==> src/design/gtl_pkg.sv <==
// Shared types, codes and field widths for the glyph text layout block.
`default_nettype none

package gtl_pkg;

    localparam int CH_W          = 8;
    localparam int GLYPH_CODE_W  = 7;
    localparam int AW_W          = 13;
    localparam int GW_W          = 7;
    localparam int IN_COORD_W    = 16;
    localparam int OUT_COORD_W   = 16;
    localparam int SCALE_W       = 8;
    localparam int STEP_W        = 15;
    localparam int CHGW_W        = 14;
    localparam int V_W           = 14;
    localparam int VSUM_W        = 15;
    localparam int ATLAS_COORD_W = 12;
    localparam int CFG_IDX_W     = 2;
    localparam int CFG_DATA_W    = 13;

    localparam logic [CH_W-1:0] CODE_TAB     = 8'd9;
    localparam logic [CH_W-1:0] CODE_NEWLINE = 8'd10;

    typedef enum logic [CFG_IDX_W-1:0] {
        CFG_ATLAS_WIDTH,
        CFG_ATLAS_HEIGHT,
        CFG_GLYPH_WIDTH,
        CFG_GLYPH_HEIGHT
    } t_cfg_idx;

    typedef enum logic [1:0] {
        DIV_TAB,
        DIV_COLS,
        DIV_U,
        DIV_ROW
    } t_div_sel;

    typedef enum logic [3:0] {
        S_IDLE,
        S_DECODE,
        S_NEWLINE,
        S_TAB_PREP,
        S_TAB_GO,
        S_TAB_WAIT,
        S_TAB_UPD,
        S_COLS_GO,
        S_COLS_WAIT,
        S_U_GO,
        S_U_WAIT,
        S_ROW_GO,
        S_ROW_WAIT,
        S_V,
        S_CHECK,
        S_ADVANCE
    } t_state;

    typedef struct packed {
        logic     load_in;
        logic     decode;
        logic     newline;
        logic     tab_prep;
        logic     tab_upd;
        logic     div_start;
        t_div_sel div_sel;
        logic     cols_load;
        logic     u_load;
        logic     row_load;
        logic     v_load;
        logic     out_load;
        logic     adv;
    } t_cmd;

    typedef struct packed {
        logic ch_newline;
        logic ch_tab;
        logic glyph_ok;
        logic step_x_zero;
        logic cols_zero;
        logic v_fits;
        logic out_free;
        logic div_busy;
        logic div_done;
    } t_sts;

endpackage

`default_nettype wire

==> src/design/gtl_div.sv <==
// Iterative restoring divider, one quotient bit per cycle.
`default_nettype none

module gtl_div #(
    parameter int DVW = 17,
    parameter int SW  = 17
) (
    input  wire logic                       i_clk,
    input  wire logic                       i_rst_n,
    input  wire logic                       i_start,
    input  wire logic [DVW-1:0]             i_dividend,
    input  wire logic [SW-1:0]              i_divisor,
    input  wire logic [$clog2(DVW+1)-1:0]   i_nbits,
    output logic                            o_busy,
    output logic                            o_done,
    output logic [DVW-1:0]                  o_quot,
    output logic [SW-1:0]                   o_rem
);

    localparam int CNW = $clog2(DVW + 1);

    logic           r_busy;
    logic           r_done;
    logic [CNW-1:0] r_cnt;
    logic [DVW-1:0] r_q;
    logic [SW-1:0]  r_rem;
    logic [SW-1:0]  r_dvs;

    logic [SW:0]    w_trial;
    logic           w_ge;
    logic [SW:0]    w_diff;
    logic [DVW-1:0] n_q;
    logic [SW-1:0]  n_rem;

    always_comb begin
        w_trial = {r_rem, r_q[DVW-1]};
        w_ge    = w_trial >= {1'b0, r_dvs};
        w_diff  = w_trial - {1'b0, r_dvs};
        n_rem   = w_ge ? w_diff[SW-1:0] : w_trial[SW-1:0];
        n_q     = {r_q[DVW-2:0], w_ge};
    end

    always_ff @(posedge i_clk) begin
        if (!i_rst_n) begin
            r_busy <= 1'b0;
            r_done <= 1'b0;
            r_cnt  <= '0;
        end else begin
            r_done <= r_busy && (r_cnt == CNW'(1));
            if (i_start) begin
                r_busy <= 1'b1;
                r_cnt  <= i_nbits;
            end else if (r_busy) begin
                r_cnt <= r_cnt - CNW'(1);
                if (r_cnt == CNW'(1)) begin
                    r_busy <= 1'b0;
                end
            end
        end
    end

    always_ff @(posedge i_clk) begin
        if (i_start) begin
            r_q   <= i_dividend;
            r_rem <= '0;
            r_dvs <= i_divisor;
        end else if (r_busy) begin
            r_q   <= n_q;
            r_rem <= n_rem;
        end
    end

    assign o_busy = r_busy;
    assign o_done = r_done;
    assign o_quot = r_q;
    assign o_rem  = r_rem;

    a_start_busy: assert property (@(posedge i_clk) disable iff (!i_rst_n)
        i_start |=> r_busy)
        else $error("divider did not start");

    a_rem_bound: assert property (@(posedge i_clk) disable iff (!i_rst_n)
        (r_busy && r_dvs != '0) |-> (r_rem < r_dvs))
        else $error("partial remainder not below divisor");

endmodule

`default_nettype wire

==> src/design/gtl_ctrl.sv <==
// Sequencing state machine of the glyph text layout block.
`default_nettype none

module gtl_ctrl (
    input  wire logic          i_clk,
    input  wire logic          i_rst_n,
    input  wire logic          i_in_valid,
    output logic               o_in_ready,
    input  wire gtl_pkg::t_sts i_sts,
    output gtl_pkg::t_cmd      o_cmd
);

    import gtl_pkg::*;

    t_state r_state;
    t_state n_state;
    t_cmd   w_cmd;

    always_ff @(posedge i_clk) begin
        if (!i_rst_n) begin
            r_state <= S_IDLE;
        end else begin
            r_state <= n_state;
        end
    end

    always_comb begin
        n_state    = r_state;
        w_cmd      = '0;
        o_in_ready = 1'b0;
        unique case (r_state)
            S_IDLE: begin
                o_in_ready = 1'b1;
                if (i_in_valid) begin
                    w_cmd.load_in = 1'b1;
                    n_state       = S_DECODE;
                end
            end
            S_DECODE: begin
                w_cmd.decode = 1'b1;
                priority if (i_sts.ch_newline) begin
                    n_state = S_NEWLINE;
                end else if (i_sts.ch_tab) begin
                    n_state = S_TAB_PREP;
                end else if (i_sts.glyph_ok) begin
                    n_state = S_COLS_GO;
                end else begin
                    n_state = S_ADVANCE;
                end
            end
            S_NEWLINE: begin
                w_cmd.newline = 1'b1;
                n_state       = S_IDLE;
            end
            S_TAB_PREP: begin
                if (i_sts.step_x_zero) begin
                    n_state = S_IDLE;
                end else begin
                    w_cmd.tab_prep = 1'b1;
                    n_state        = S_TAB_GO;
                end
            end
            S_TAB_GO: begin
                w_cmd.div_start = 1'b1;
                w_cmd.div_sel   = DIV_TAB;
                n_state         = S_TAB_WAIT;
            end
            S_TAB_WAIT: begin
                w_cmd.div_sel = DIV_TAB;
                if (i_sts.div_done) begin
                    n_state = S_TAB_UPD;
                end
            end
            S_TAB_UPD: begin
                w_cmd.tab_upd = 1'b1;
                n_state       = S_IDLE;
            end
            S_COLS_GO: begin
                w_cmd.div_start = 1'b1;
                w_cmd.div_sel   = DIV_COLS;
                n_state         = S_COLS_WAIT;
            end
            S_COLS_WAIT: begin
                w_cmd.div_sel = DIV_COLS;
                if (i_sts.div_done) begin
                    w_cmd.cols_load = 1'b1;
                    n_state         = S_U_GO;
                end
            end
            S_U_GO: begin
                if (i_sts.cols_zero) begin
                    n_state = S_ADVANCE;
                end else begin
                    w_cmd.div_start = 1'b1;
                    w_cmd.div_sel   = DIV_U;
                    n_state         = S_U_WAIT;
                end
            end
            S_U_WAIT: begin
                w_cmd.div_sel = DIV_U;
                if (i_sts.div_done) begin
                    w_cmd.u_load = 1'b1;
                    n_state      = S_ROW_GO;
                end
            end
            S_ROW_GO: begin
                w_cmd.div_start = 1'b1;
                w_cmd.div_sel   = DIV_ROW;
                n_state         = S_ROW_WAIT;
            end
            S_ROW_WAIT: begin
                w_cmd.div_sel = DIV_ROW;
                if (i_sts.div_done) begin
                    w_cmd.row_load = 1'b1;
                    n_state        = S_V;
                end
            end
            S_V: begin
                w_cmd.v_load = 1'b1;
                n_state      = S_CHECK;
            end
            S_CHECK: begin
                if (!i_sts.v_fits) begin
                    w_cmd.adv = 1'b1;
                    n_state   = S_IDLE;
                end else if (i_sts.out_free) begin
                    w_cmd.out_load = 1'b1;
                    w_cmd.adv      = 1'b1;
                    n_state        = S_IDLE;
                end
            end
            S_ADVANCE: begin
                w_cmd.adv = 1'b1;
                n_state   = S_IDLE;
            end
        endcase
    end

    assign o_cmd = w_cmd;

    a_start_idle: assert property (@(posedge i_clk) disable iff (!i_rst_n)
        w_cmd.div_start |-> !i_sts.div_busy)
        else $error("divider started while busy");

    a_out_free: assert property (@(posedge i_clk) disable iff (!i_rst_n)
        w_cmd.out_load |-> i_sts.out_free)
        else $error("result beat overwrote a pending beat");

endmodule

`default_nettype wire

==> src/design/gtl_datapath.sv <==
// Registers, cursor arithmetic, shared divider and output stage.
`default_nettype none

module gtl_datapath #(
    parameter int COORD_WIDTH = 16,
    parameter int TAB_CELLS   = 4
) (
    input  wire logic                                 i_clk,
    input  wire logic                                 i_rst_n,
    input  wire gtl_pkg::t_cmd                        i_cmd,
    output gtl_pkg::t_sts                             o_sts,
    input  wire logic                                 i_cfg_valid,
    output logic                                      o_cfg_ready,
    input  wire logic [gtl_pkg::CFG_IDX_W-1:0]        i_cfg_index,
    input  wire logic [gtl_pkg::CFG_DATA_W-1:0]       i_cfg_data,
    input  wire logic [gtl_pkg::CH_W-1:0]             i_ch,
    input  wire logic                                 i_new_text,
    input  wire logic signed [gtl_pkg::IN_COORD_W-1:0] i_origin_x,
    input  wire logic signed [gtl_pkg::IN_COORD_W-1:0] i_origin_y,
    input  wire logic [gtl_pkg::SCALE_W-1:0]          i_scale_x,
    input  wire logic [gtl_pkg::SCALE_W-1:0]          i_scale_y,
    output logic                                      o_out_valid,
    input  wire logic                                 i_out_ready,
    output logic signed [gtl_pkg::OUT_COORD_W-1:0]    o_dest_x,
    output logic signed [gtl_pkg::OUT_COORD_W-1:0]    o_dest_y,
    output logic [gtl_pkg::ATLAS_COORD_W-1:0]         o_src_u,
    output logic [gtl_pkg::ATLAS_COORD_W-1:0]         o_src_v,
    output logic [gtl_pkg::SCALE_W-1:0]               o_out_scale_x,
    output logic [gtl_pkg::SCALE_W-1:0]               o_out_scale_y
);

    import gtl_pkg::*;

    localparam int CW  = COORD_WIDTH;
    localparam int DW  = ((CW > IN_COORD_W) ? CW : IN_COORD_W) + 1;
    localparam int SW  = STEP_W + $clog2(TAB_CELLS + 1);
    localparam int EW  = ((DW > SW + 1) ? DW : SW + 1) + 2;
    localparam int CNW = $clog2(DW + 1);

    localparam logic signed [EW-1:0] C_MAX = EW'((64'sd1 <<< (CW - 1)) - 64'sd1);
    localparam logic signed [EW-1:0] C_MIN = -C_MAX - EW'(1);

    function automatic logic signed [CW-1:0] f_sat(input logic signed [EW-1:0] a);
        logic signed [EW-1:0] v;
        v = a;
        if (a > C_MAX) begin
            v = C_MAX;
        end else if (a < C_MIN) begin
            v = C_MIN;
        end
        return v[CW-1:0];
    endfunction

    // configuration
    logic [AW_W-1:0] r_atlas_w;
    logic [AW_W-1:0] r_atlas_h;
    logic [GW_W-1:0] r_glyph_w;
    logic [GW_W-1:0] r_glyph_h;

    // item payload and intermediates
    logic [CH_W-1:0]              r_ch;
    logic                         r_new_text;
    logic signed [IN_COORD_W-1:0] r_ox;
    logic signed [IN_COORD_W-1:0] r_oy;
    logic [SCALE_W-1:0]           r_sx;
    logic [SCALE_W-1:0]           r_sy;
    logic [STEP_W-1:0]            r_step_x;
    logic [STEP_W-1:0]            r_step_y;
    logic [CHGW_W-1:0]            r_chgw;
    logic [SW-1:0]                r_stop;
    logic                         r_tab_neg;
    logic [DW-1:0]                r_tab_mag;
    logic [AW_W-1:0]              r_cols;
    logic [AW_W-1:0]              r_u;
    logic [GLYPH_CODE_W-1:0]      r_row;
    logic [V_W-1:0]               r_v;

    logic signed [CW-1:0] r_cursor_x;
    logic signed [CW-1:0] r_cursor_y;

    logic                         r_out_valid;
    logic [OUT_COORD_W-1:0]       r_dest_x;
    logic [OUT_COORD_W-1:0]       r_dest_y;
    logic [ATLAS_COORD_W-1:0]     r_src_u;
    logic [ATLAS_COORD_W-1:0]     r_src_v;
    logic [SCALE_W-1:0]           r_osx;
    logic [SCALE_W-1:0]           r_osy;

    // divider hookup
    logic [DW-1:0]  w_dvd;
    logic [SW-1:0]  w_dvs;
    logic [CNW-1:0] w_nbits;
    logic           w_div_busy;
    logic           w_div_done;
    logic [DW-1:0]  w_div_q;
    logic [SW-1:0]  w_div_rem;

    // extended arithmetic
    logic signed [EW-1:0] w_cx_e;
    logic signed [EW-1:0] w_cy_e;
    logic signed [EW-1:0] w_ox_e;
    logic signed [EW-1:0] w_oy_e;
    logic signed [EW-1:0] w_step_x_e;
    logic signed [EW-1:0] w_step_y_e;
    logic signed [EW-1:0] w_stop_e;
    logic signed [EW-1:0] w_rem_e;
    logic signed [EW-1:0] w_diff;
    logic signed [EW-1:0] w_mag;
    logic signed [EW-1:0] w_tab_x;
    logic                 w_out_free;

    always_comb begin
        w_cx_e     = EW'(r_cursor_x);
        w_cy_e     = EW'(r_cursor_y);
        w_ox_e     = EW'(r_ox);
        w_oy_e     = EW'(r_oy);
        w_step_x_e = signed'(EW'(r_step_x));
        w_step_y_e = signed'(EW'(r_step_y));
        w_stop_e   = signed'(EW'(r_stop));
        w_rem_e    = signed'(EW'(w_div_rem));
        w_diff     = w_cx_e - w_ox_e;
        w_mag      = w_diff[EW-1] ? -w_diff : w_diff;
        w_tab_x    = r_tab_neg ? (w_cx_e + w_rem_e + w_stop_e)
                               : (w_cx_e - w_rem_e + w_stop_e);
    end

    assign w_out_free = !r_out_valid || i_out_ready;

    always_comb begin
        unique case (i_cmd.div_sel)
            DIV_TAB: begin
                w_dvd   = r_tab_mag;
                w_dvs   = r_stop;
                w_nbits = CNW'(DW);
            end
            DIV_COLS: begin
                w_dvd   = DW'(r_atlas_w) << (DW - AW_W);
                w_dvs   = SW'(r_glyph_w);
                w_nbits = CNW'(AW_W);
            end
            DIV_U: begin
                w_dvd   = DW'(r_chgw) << (DW - CHGW_W);
                w_dvs   = SW'(r_atlas_w);
                w_nbits = CNW'(CHGW_W);
            end
            DIV_ROW: begin
                w_dvd   = DW'(r_ch[GLYPH_CODE_W-1:0]) << (DW - GLYPH_CODE_W);
                w_dvs   = SW'(r_cols);
                w_nbits = CNW'(GLYPH_CODE_W);
            end
        endcase
    end

    gtl_div #(
        .DVW (DW),
        .SW  (SW)
    ) u_div (
        .i_clk      (i_clk),
        .i_rst_n    (i_rst_n),
        .i_start    (i_cmd.div_start),
        .i_dividend (w_dvd),
        .i_divisor  (w_dvs),
        .i_nbits    (w_nbits),
        .o_busy     (w_div_busy),
        .o_done     (w_div_done),
        .o_quot     (w_div_q),
        .o_rem      (w_div_rem)
    );

    always_ff @(posedge i_clk) begin
        if (!i_rst_n) begin
            r_atlas_w <= AW_W'(128);
            r_atlas_h <= AW_W'(128);
            r_glyph_w <= GW_W'(8);
            r_glyph_h <= GW_W'(16);
        end else if (i_cfg_valid) begin
            unique case (t_cfg_idx'(i_cfg_index))
                CFG_ATLAS_WIDTH:  r_atlas_w <= i_cfg_data[AW_W-1:0];
                CFG_ATLAS_HEIGHT: r_atlas_h <= i_cfg_data[AW_W-1:0];
                CFG_GLYPH_WIDTH:  r_glyph_w <= i_cfg_data[GW_W-1:0];
                CFG_GLYPH_HEIGHT: r_glyph_h <= i_cfg_data[GW_W-1:0];
            endcase
        end
    end

    always_ff @(posedge i_clk) begin
        if (i_cmd.load_in) begin
            r_ch       <= i_ch;
            r_new_text <= i_new_text;
            r_ox       <= i_origin_x;
            r_oy       <= i_origin_y;
            r_sx       <= i_scale_x;
            r_sy       <= i_scale_y;
        end
        if (i_cmd.decode) begin
            r_step_x <= STEP_W'(r_glyph_w) * STEP_W'(r_sx);
            r_step_y <= STEP_W'(r_glyph_h) * STEP_W'(r_sy);
            r_chgw   <= CHGW_W'(r_ch[GLYPH_CODE_W-1:0]) * CHGW_W'(r_glyph_w);
        end
        if (i_cmd.tab_prep) begin
            r_stop    <= SW'(r_step_x * TAB_CELLS);
            r_tab_neg <= w_diff[EW-1];
            r_tab_mag <= w_mag[DW-1:0];
        end
        if (i_cmd.cols_load) begin
            r_cols <= w_div_q[AW_W-1:0];
        end
        if (i_cmd.u_load) begin
            r_u <= w_div_rem[AW_W-1:0];
        end
        if (i_cmd.row_load) begin
            r_row <= w_div_q[GLYPH_CODE_W-1:0];
        end
        if (i_cmd.v_load) begin
            r_v <= V_W'(r_row) * V_W'(r_glyph_h);
        end
    end

    always_ff @(posedge i_clk) begin
        if (!i_rst_n) begin
            r_cursor_x <= '0;
            r_cursor_y <= '0;
        end else begin
            priority if (i_cmd.decode) begin
                if (r_new_text) begin
                    r_cursor_x <= f_sat(w_ox_e);
                    r_cursor_y <= f_sat(w_oy_e);
                end
            end else if (i_cmd.newline) begin
                r_cursor_x <= f_sat(w_ox_e);
                r_cursor_y <= f_sat(w_cy_e + w_step_y_e);
            end else if (i_cmd.tab_upd) begin
                r_cursor_x <= f_sat(w_tab_x);
            end else if (i_cmd.adv) begin
                r_cursor_x <= f_sat(w_cx_e + w_step_x_e);
            end
        end
    end

    always_ff @(posedge i_clk) begin
        if (!i_rst_n) begin
            r_out_valid <= 1'b0;
        end else if (i_cmd.out_load) begin
            r_out_valid <= 1'b1;
        end else if (i_out_ready) begin
            r_out_valid <= 1'b0;
        end
    end

    always_ff @(posedge i_clk) begin
        if (i_cmd.out_load) begin
            r_dest_x <= w_cx_e[OUT_COORD_W-1:0];
            r_dest_y <= w_cy_e[OUT_COORD_W-1:0];
            r_src_u  <= r_u[ATLAS_COORD_W-1:0];
            r_src_v  <= r_v[ATLAS_COORD_W-1:0];
            r_osx    <= r_sx;
            r_osy    <= r_sy;
        end
    end

    always_comb begin
        o_sts.ch_newline  = r_ch == CODE_NEWLINE;
        o_sts.ch_tab      = r_ch == CODE_TAB;
        o_sts.glyph_ok    = !r_ch[CH_W-1] && (r_atlas_w != '0) && (r_glyph_w != '0);
        o_sts.step_x_zero = r_step_x == '0;
        o_sts.cols_zero   = r_cols == '0;
        o_sts.v_fits      = (VSUM_W'(r_v) + VSUM_W'(r_glyph_h)) <= VSUM_W'(r_atlas_h);
        o_sts.out_free    = w_out_free;
        o_sts.div_busy    = w_div_busy;
        o_sts.div_done    = w_div_done;
    end

    assign o_cfg_ready   = 1'b1;
    assign o_out_valid   = r_out_valid;
    assign o_dest_x      = signed'(r_dest_x);
    assign o_dest_y      = signed'(r_dest_y);
    assign o_src_u       = r_src_u;
    assign o_src_v       = r_src_v;
    assign o_out_scale_x = r_osx;
    assign o_out_scale_y = r_osy;

endmodule

`default_nettype wire

==> src/design/glyph_text_layout.sv <==
// Top level of the glyph text layout block.
// Takes one character beat at a time and keeps a text cursor. A newline or
// a tab only moves the cursor. Any other code 0..127 yields one beat with
// the glyph's atlas cell and screen position, provided the cell fits in the
// atlas, and then advances the cursor one scaled glyph width. Codes above
// 127 and glyphs that do not fit yield nothing but still advance the cursor.
// The cursor saturates at the signed COORD_WIDTH range. Items are handled
// one at a time by a shared bit-serial divider. A newline, a tab with zero
// step, a code above 127 or a zero atlas or glyph width needs no division.
// A tab waits on one division over the cursor offset. A code skipped for a
// zero column count ends after the column division. Any other code 0..127
// waits on the three divisions for column count, cell u and cell row,
// whether or not the cell fits. A finished beat waits in an output
// register, so the next character is taken meanwhile. If that register
// still holds an unaccepted beat, the next glyph beat holds in its last
// step until the register drains.
// Configuration writes are always ready and take effect at once.
`default_nettype none

module glyph_text_layout #(
    parameter int COORD_WIDTH = 16,
    parameter int TAB_CELLS   = 4
) (
    input  wire logic                                  i_clk,
    input  wire logic                                  i_rst_n,
    input  wire logic                                  i_cfg_valid,
    output logic                                       o_cfg_ready,
    input  wire logic [gtl_pkg::CFG_IDX_W-1:0]         i_cfg_index,
    input  wire logic [gtl_pkg::CFG_DATA_W-1:0]        i_cfg_data,
    input  wire logic                                  i_in_valid,
    output logic                                       o_in_ready,
    input  wire logic [gtl_pkg::CH_W-1:0]              i_ch,
    input  wire logic                                  i_new_text,
    input  wire logic signed [gtl_pkg::IN_COORD_W-1:0] i_origin_x,
    input  wire logic signed [gtl_pkg::IN_COORD_W-1:0] i_origin_y,
    input  wire logic [gtl_pkg::SCALE_W-1:0]           i_scale_x,
    input  wire logic [gtl_pkg::SCALE_W-1:0]           i_scale_y,
    output logic                                       o_out_valid,
    input  wire logic                                  i_out_ready,
    output logic signed [gtl_pkg::OUT_COORD_W-1:0]     o_dest_x,
    output logic signed [gtl_pkg::OUT_COORD_W-1:0]     o_dest_y,
    output logic [gtl_pkg::ATLAS_COORD_W-1:0]          o_src_u,
    output logic [gtl_pkg::ATLAS_COORD_W-1:0]          o_src_v,
    output logic [gtl_pkg::SCALE_W-1:0]                o_out_scale_x,
    output logic [gtl_pkg::SCALE_W-1:0]                o_out_scale_y
);

    import gtl_pkg::*;

    t_cmd w_cmd;
    t_sts w_sts;

    gtl_ctrl u_ctrl (
        .i_clk      (i_clk),
        .i_rst_n    (i_rst_n),
        .i_in_valid (i_in_valid),
        .o_in_ready (o_in_ready),
        .i_sts      (w_sts),
        .o_cmd      (w_cmd)
    );

    gtl_datapath #(
        .COORD_WIDTH (COORD_WIDTH),
        .TAB_CELLS   (TAB_CELLS)
    ) u_datapath (
        .i_clk         (i_clk),
        .i_rst_n       (i_rst_n),
        .i_cmd         (w_cmd),
        .o_sts         (w_sts),
        .i_cfg_valid   (i_cfg_valid),
        .o_cfg_ready   (o_cfg_ready),
        .i_cfg_index   (i_cfg_index),
        .i_cfg_data    (i_cfg_data),
        .i_ch          (i_ch),
        .i_new_text    (i_new_text),
        .i_origin_x    (i_origin_x),
        .i_origin_y    (i_origin_y),
        .i_scale_x     (i_scale_x),
        .i_scale_y     (i_scale_y),
        .o_out_valid   (o_out_valid),
        .i_out_ready   (i_out_ready),
        .o_dest_x      (o_dest_x),
        .o_dest_y      (o_dest_y),
        .o_src_u       (o_src_u),
        .o_src_v       (o_src_v),
        .o_out_scale_x (o_out_scale_x),
        .o_out_scale_y (o_out_scale_y)
    );

endmodule

`default_nettype wire
==> config.mk <==
export PLATFORM = sky130hd
export DESIGN_NAME = glyph_text_layout
export DESIGN_NICKNAME = d
export VERILOG_FILES = /design/src/design/gtl_pkg.sv /design/src/design/gtl_div.sv /design/src/design/gtl_ctrl.sv /design/src/design/gtl_datapath.sv /design/src/design/glyph_text_layout.sv
export SDC_FILE = /design/constraint.sdc
export NUM_CORES = 1
export LEC_CHECK = 0
export BUFFER_PORTS_ARGS = -buffer_cell sky130_fd_sc_hd__buf_4
export CAP_MARGIN = 40
export CORE_MARGIN = 2
export CORE_UTILIZATION = 30
export CTS_CLUSTER_DIAMETER = 120
export DETAILED_ROUTE_END_ITERATION = 8
export SLEW_MARGIN = 20
export SYNTH_ARGS = -nofsm -noshare
export SYNTH_HDL_FRONTEND = slang
export SYNTH_HIERARCHICAL = 1
export SYNTH_SLANG_ARGS = --single-unit
export TNS_END_PERCENT = 5
==> constraint.sdc <==
create_clock -name i_clk -period 10.8 [get_ports i_clk]
set_input_delay 1.62 -clock i_clk [delete_from_list [all_inputs] [get_ports i_clk]]
set_output_delay 1.62 -clock i_clk [all_outputs]
set_load 0.005 [all_outputs]
==> results of run 1 <==
-- worst max-delay path, cell delays in order, from the launching register on --
cell and delay [ns]:
dfxtp_1 0.73, ha_1 0.35, a21o_1 0.16, a21oi_1 0.23
o21bai_1 0.09, a21oi_1 0.24, o21bai_1 0.10, a21oi_1 0.35
nor2_1 0.11, xor2_1 0.15, ha_1 0.30, nand4_1 0.14
nor4_1 0.30, a21oi_1 0.07, a22oi_1 0.31, nand2b_1 0.19
o2111a_1 0.27, nor2_1 0.19, o21ai_2 0.26, nand2_1 0.35
nor2_1 0.06, o21ai_0 0.08, o22ai_1 0.09
-- metal layers --
metal / up-vias / track usage / wire, um
met4: 0 / 0.0404 / 1790
met3: 89 / 0.0258 / 4740
met1: 10159 / 0.217 / 35800
met2: 574 / 0.254 / 35900
li1: 10173 / - / -
met5: - / 0 / 0
-- how the worst min path moves through the flow --
stage / from / end / slack (ns) / cells after the start
floorplan: u_datapath/r_u[0] / u_datapath/o_src_u[0] / 0.40 / 0
finish: u_datapath/r_u[11] / u_datapath/o_src_u[11] / 0.41 / 0
CTS: u_datapath/r_u[11] / u_datapath/o_src_u[11] / 0.41 / 0
detailed placement: u_datapath/r_u[5] / u_datapath/o_src_u[5] / 0.40 / 0
global placement: u_datapath/r_u[5] / u_datapath/o_src_u[5] / 0.40 / 0
global route: u_datapath/r_u[11] / u_datapath/o_src_u[11] / 0.42 / 0
-- layout make-up --
type                            count  area share
Antenna cell                        1   0.0000769
Clock buffer                       68      0.0419
Clock inverter                     22     0.00973
Inverter                          329      0.0380
Multi-Input combinational cell   2008       0.493
Sequential cell                   389       0.328
Tap cell                         1254      0.0482
Timing Repair Buffer              172      0.0412
-- state kept, by name, indices dropped and copies added, names as in the netlist, 15 cells and up --
name / cells
u_datapath/r_cursor_y: 16
u_datapath/u_div/r_dvs: 18
u_datapath/u_div/o_quot: 17
u_datapath/r_stop: 15
u_datapath/r_cursor_x: 16
u_datapath/r_tab_mag: 17
u_datapath/u_div/o_rem: 18
u_datapath/r_step_y: 15
u_datapath/r_oy: 16
u_datapath/o_dest_x: 16
u_datapath/r_ox: 16
u_datapath/o_dest_y: 16
u_datapath/r_step_x: 15
-- per-stage QoR --
| step | hold slack (ns) | util | area, um2 |
|---|---|---|---|
| after floorplan | 0.400 | - | 28400 |
| after global placement | 0.404 | 0.329 | 30700 |
| final | 0.415 | 0.348 | 32500 |
| after global routing | 0.415 | 0.348 | 32500 |
| after CTS | 0.405 | 0.348 | 32500 |
| after detailed placement | 0.405 | 0.330 | 30800 |
-- placed cells by master, fill, tap and decap left out, drive strengths merged, types with 14 or more instances in the layout --
cell type,instances
xnor2,94
a21oi,174
a21o,48
nand3,43
fa,143
nand4,14
mux2,22
o21a,29
xor2,47
a211oi,21
o211ai,32
o21ai,98
o21bai,20
nor2,160
clkbuf,68
buf,172
nand2b,30
and2,98
a21boi,33
a222oi,14
dfxtp,102
nor3,53
a31oi,19
nor4,15
o22ai,16
inv,330
nor2b,36
ha,263
mux2i,24
edfxtp,287
nand2,284
-- power breakdown --
| group | switching (uW) | total, uW | internal (uW) | leakage (uW) |
|---|---|---|---|---|
| sequential | 410 | 2490 | 2080 | 0.00348 |
| combinational | 2800 | 4620 | 1820 | 0.00950 |
| clock | 676 | 1710 | 1030 | 0.000809 |
==> run_results.csv, run 1 <==
group,metric,value,unit
floorplanning,die_y,311,um
yosys,yosys_warnings,6,
clocking,cts_tree,"yes",
timing,min_period_over_period,0.487,
power_and_ir_drop,vdd_drop_max,118,uV
final_layout,seq_area,0.0107,mm2
power_and_ir_drop,p_per_area,271,mW/mm2
timing,fin_crit,5.26,ns
detailed_routing,vias,20995,
timing,maxSlewHeadroom,0.400,
clocking,cts_resized,0,
clocking,cts_hold_buffers,0,
clocking,htreeDepth,2,
timing,setup_tns,0,ns
floorplanning,start_util,0.303,
clocking,cts-root-buf,"clkbuf_16",
timing,finalSetupViolCount,0,
final_layout,syn2layout_area_growth,14.7,%
final_layout,drive_gt1_frac,0.105,
setup_path,cp-end-kind,"register",
detailed_routing,routed_wl,78300,um
setup_path,regToRegEndpoint,"u_datapath/r_cursor_x[6]",
placement,gp_congestion,0.884,
timing,fmax,190,MHz
final_layout,nets,3431,
final_layout,multi_input_area,0.0160,mm2
timing,rsz0062_at_grt,"no",
clocking,cts.path.max_buffers,3,
run_status,outcome,"completed",
timing,worst_pin_slew,0.901,ns
setup_path,reg2reg_slack,5.54,ns
power_and_ir_drop,fin_total_pwr,8810,uW
grt,grt_max_degree,69,
placement,place_ws,5.64,ns
placement,port_buffers,150,
setup_path,crit_start,"u_datapath/r_glyph_h[1]",
hold_path,hold_class,"register to register",
yosys,avgSynthCellArea,10.0,um2
clocking,numCtsBuffers,48,
final_layout,fillers,9464,
setup_path,start_kind,"register",
timing,fin_ws,5.54,ns
grt,grt_first_pass_wirelength,120000,um
detailed_routing,drcViolationCount,0,
yosys,syn-cell-area,0.0284,mm2
timing,clock_skew,0.0207,ns
floorplanning,ios,152,
detailed_routing,firstDrtPassIters,7,
detailed_routing,viasPerCell,4.95,
yosys,postSynthCellCount,2837,
placement,dpl.cell_count,4152,
placement,hpwl,60400,um
timing,slew_violations,0,
floorplanning,die_w,311,um
floorplanning,row_count,112,
grt,grt_pass1_vias,20368,
job,maxCapViolCount,0,
clocking,cts.sinks,389,
detailed_routing,wl_per_cell,18.5,um
clocking,cts_setup_buffers,0,
clocking,clock_latency,0.60,ns
grt,grt_usage,0.157,
setup_path,crit_type,"register to register",
yosys,syn_nets,3320,
setup_path,critPathMaxFanout,19,
final_layout,fin_cells,4243,
setup_path,critPathRequiredTime,11.26,ns
setup_path,crit_arrival,5.72,ns
grt,grt_overflow,0,
floorplanning,die-area,0.0970,mm2
grt,antenna_found_initial,4,
floorplanning,core-area,0.0935,mm2
detailed_routing,ant_nets,0,
clocking,path_clk_slew,0.06,ns
setup_path,timing.rr.start,"u_datapath/r_glyph_h[1]",
setup_path,r2r_cells,22,
power_and_ir_drop,leakagePower,0.0138,uW
timing,finalHoldViolCount,0,
setup_path,crit_end,"u_datapath/r_cursor_x[6]",
detailed_routing,drt_iter0_drc,1550,
(Power assumes the default switching activity.)
==> run 2: changes to the inputs <==
--- a/config.mk
+++ b/config.mk
@@ -5,6 +5,7 @@
 export SDC_FILE = /design/constraint.sdc
 export NUM_CORES = 1
 export LEC_CHECK = 0
+export ABC_AREA = 1
 export BUFFER_PORTS_ARGS = -buffer_cell sky130_fd_sc_hd__buf_4
 export CAP_MARGIN = 40
 export CORE_MARGIN = 2
==> constraint.sdc (replaced) <==
create_clock -name i_clk -period 4.7 [get_ports i_clk]
set_input_delay 0.705 -clock i_clk [delete_from_list [all_inputs] [get_ports i_clk]]
set_output_delay 0.705 -clock i_clk [all_outputs]
set_load 0.005 [all_outputs]
==> run 2 against run 1 <==
Cell area increased by 4.6%. Via count increased by 11%. Utilization increased by 0.33 points. Largest cell class unchanged. Sequential power increased by 120%. Hold slack got worse by 0.15 ns. Sequential cell count unchanged. Critical path type unchanged. Clock skew increased by 0.0046 ns. Setup slack got worse by 5.2 ns. Clock power increased by 120%. Combinational power increased by 120%.
==> run_results.csv, run 2 <==
group,metric,value,unit
clocking,cts_tree,"yes",
timing,clock_skew,0.0254,ns
power_and_ir_drop,p_per_area,571,mW/mm2
floorplanning,ios,152,
detailed_routing,ant_nets,0,
detailed_routing,viasPerCell,4.60,
clocking,path_clk_slew,0.06,ns
power_and_ir_drop,leakagePower,0.0167,uW
detailed_routing,routed_wl,81500,um
setup_path,crit_type,"register to register",
setup_path,crit_arrival,4.76,ns
clocking,cts.sinks,389,
detailed_routing,firstDrtPassIters,6,
final_layout,layout_commonest_cell,"nand2_1",
detailed_routing,vias,23222,
grt,grt_first_pass_wirelength,127000,um
power_and_ir_drop,p_sw_frac,0.457,
grt,grt_overflow,0,
timing,fin_crit,4.41,ns
detailed_routing,drcViolationCount,0,
placement,port_buffers,150,
timing,worst_pin_slew,0.770,ns
final_layout,seq_area,0.0107,mm2
run_status,outcome,"completed",
yosys,syn_nets,4009,
clocking,clock_latency,0.61,ns
setup_path,start_kind,"register",
timing,rsz0062_at_grt,"yes",
floorplanning,die-area,0.100,mm2
final_layout,drive_gt1_frac,0.117,
final_layout,layout_common_cells,"nand2_1, inv_1, edfxtp_1, ha_1, buf_4",
setup_path,crit_path_cell_trace,"nand2_1 > inv_1 > fa_1 > inv_1 > fa_1 > fa_1 > inv_1 > fa_1 > ha_1 > inv_1 > o21ai_0 > a31oi_1 > o21ai_0 > a21oi_1 > nor2_1 > nor2_1 > xor2_1",
detailed_routing,wl_per_cell,16.2,um
grt,grt_max_degree,66,
hold_path,hold_class,"input pin to register",
power_and_ir_drop,p_sw,8880,uW
detailed_routing,drt_iter0_drc,1569,
power_and_ir_drop,comb_power_share,0.531,
final_layout,syn2layout_area_growth,16.0,%
placement,hpwl,65700,um
job,maxCapViolCount,0,
timing,holdWs,0.268,ns
floorplanning,start_util,0.303,
placement,gp_congestion,0.912,
timing,finalSetupViolCount,0,
clocking,cts-root-buf,"clkbuf_16",
setup_path,slowest_delay,0.56,ns
clocking,htreeDepth,2,
timing,setup_tns,0,ns
setup_path,critPathRequiredTime,5.05,ns
floorplanning,core-area,0.0969,mm2
final_layout,nets,4219,
floorplanning,row_count,114,
power_and_ir_drop,fin_total_pwr,19400,uW
timing,min_period_over_period,0.937,
setup_path,critPathMaxFanout,11,
power_and_ir_drop,clkPwrFrac,0.189,
timing,finalHoldViolCount,0,
grt,grt_usage,0.163,
power_and_ir_drop,vdd_drop_max,341,uV
timing,fmax,227,MHz
floorplanning,die_w,317,um
setup_path,cp-end-kind,"register",
floorplanning,die_y,317,um
grt,grt_pass1_vias,22898,
yosys,syn-cell-area,0.0293,mm2
power_and_ir_drop,p_int,10600,uW
timing,slew_violations,0,
final_layout,fillers,10017,
power_and_ir_drop,seqPwrFrac,0.280,
grt,antenna_found_initial,0,
yosys,postSynthCellCount,3526,
yosys,yosys_warnings,6,
final_layout,antenna_cells,0,
clocking,numCtsBuffers,46,
final_layout,multi_input_area,0.0158,mm2
yosys,avgSynthCellArea,8.32,um2
setup_path,crit_path_top_delay_cell,"fa_1",
timing,maxSlewHeadroom,0.485,
clocking,cts.path.max_buffers,3,
run 2: changes by cell type in the layout (fill, tap and decap cells not counted), sizes merged, moves of 39 or more:
cell   before  now
nor2      160  254
inv       330  664
nand3      43  170
xnor2      94   34
a21o       48    9
and2       98    2
o21ai      98  168
buf       172  248
a21oi     174  231
nand2     284  883
run 2: power by group through the flow:
stage	Clock, uW	Combinational, uW	Sequential [uW]
finish	3680	10300	5430
global placement	0	10100	5520
global route	3920	11600	5500
CTS	3790	10200	5460
detailed placement	0	10200	5520
floorplan	0	7620	5180
run 2: what timing repair did:
item,CTS,global route
setup buffers,0,10
hold buffers,0,0
resized for setup,0,13
setup endpoints to repair,0,23
run 2: routing by layer:
layer / wire, um / vias to the layer above / GRT usage
met5: 0 / - / 0
met4: 2650 / 0 / 0.0557
met3: 4170 / 134 / 0.0250
met2: 38400 / 536 / 0.274
met1: 36400 / 10851 / 0.213
li1: - / 11701 / -
run 2: cell type report:
type | instances | share of cell area
Multi-Input combinational cell | 2384 | 0.464
Timing Repair Buffer | 248 | 0.0556
Sequential cell | 389 | 0.314
Clock buffer | 56 | 0.0355
Tap cell | 1276 | 0.0469
Clock inverter | 29 | 0.0107
Inverter | 666 | 0.0737
Timing Repair inverter | 1 | 0.000221
run 2: worst paths after layout:
| path | start | to | slack [ns] | cells after the start |
|---|---|---|---|---|
| worst max-delay path | u_datapath/r_glyph_h[3] | u_datapath/r_v[13] | 0.29 | 17 |
| worst min register to register | u_datapath/r_u[3] | u_datapath/o_src_u[3] | 0.42 | 0 |
| worst max register to register | u_datapath/r_glyph_h[3] | u_datapath/r_v[13] | 0.29 | 17 |
| worst min-delay path | i_scale_y[2] | u_datapath/r_sy[2] | 0.27 | 1 |
run 2: worst max-delay path, delay by kind of cell (launching register included):
kind	cells	cell delay, ns
xor gates and xnor gates	1	0.13
AOI/OAI and AO/OA	4	0.80
buffers and inverters	4	0.20
DFF	1	0.40
and+or+nand+nor	3	0.24
adders and majority gates	5	2.39
run 2: per-stage QoR:
| stage | setup WS (ns) | util | cell area, um2 | std cells |
|---|---|---|---|---|
| 2_1_floorplan | 0.158 | - | 29300 | 3526 |
| 3_3_place_gp | 0.204 | 0.333 | 32300 | 4948 |
| 3_5_place_dp | 0.141 | 0.334 | 32300 | 4952 |
| 4_1_cts | 0.123 | 0.350 | 33900 | 5037 |
| 5_1_grt | -0.0106 | 0.351 | 34000 | 5049 |
| 6_report | 0.294 | 0.351 | 34000 | 5049 |
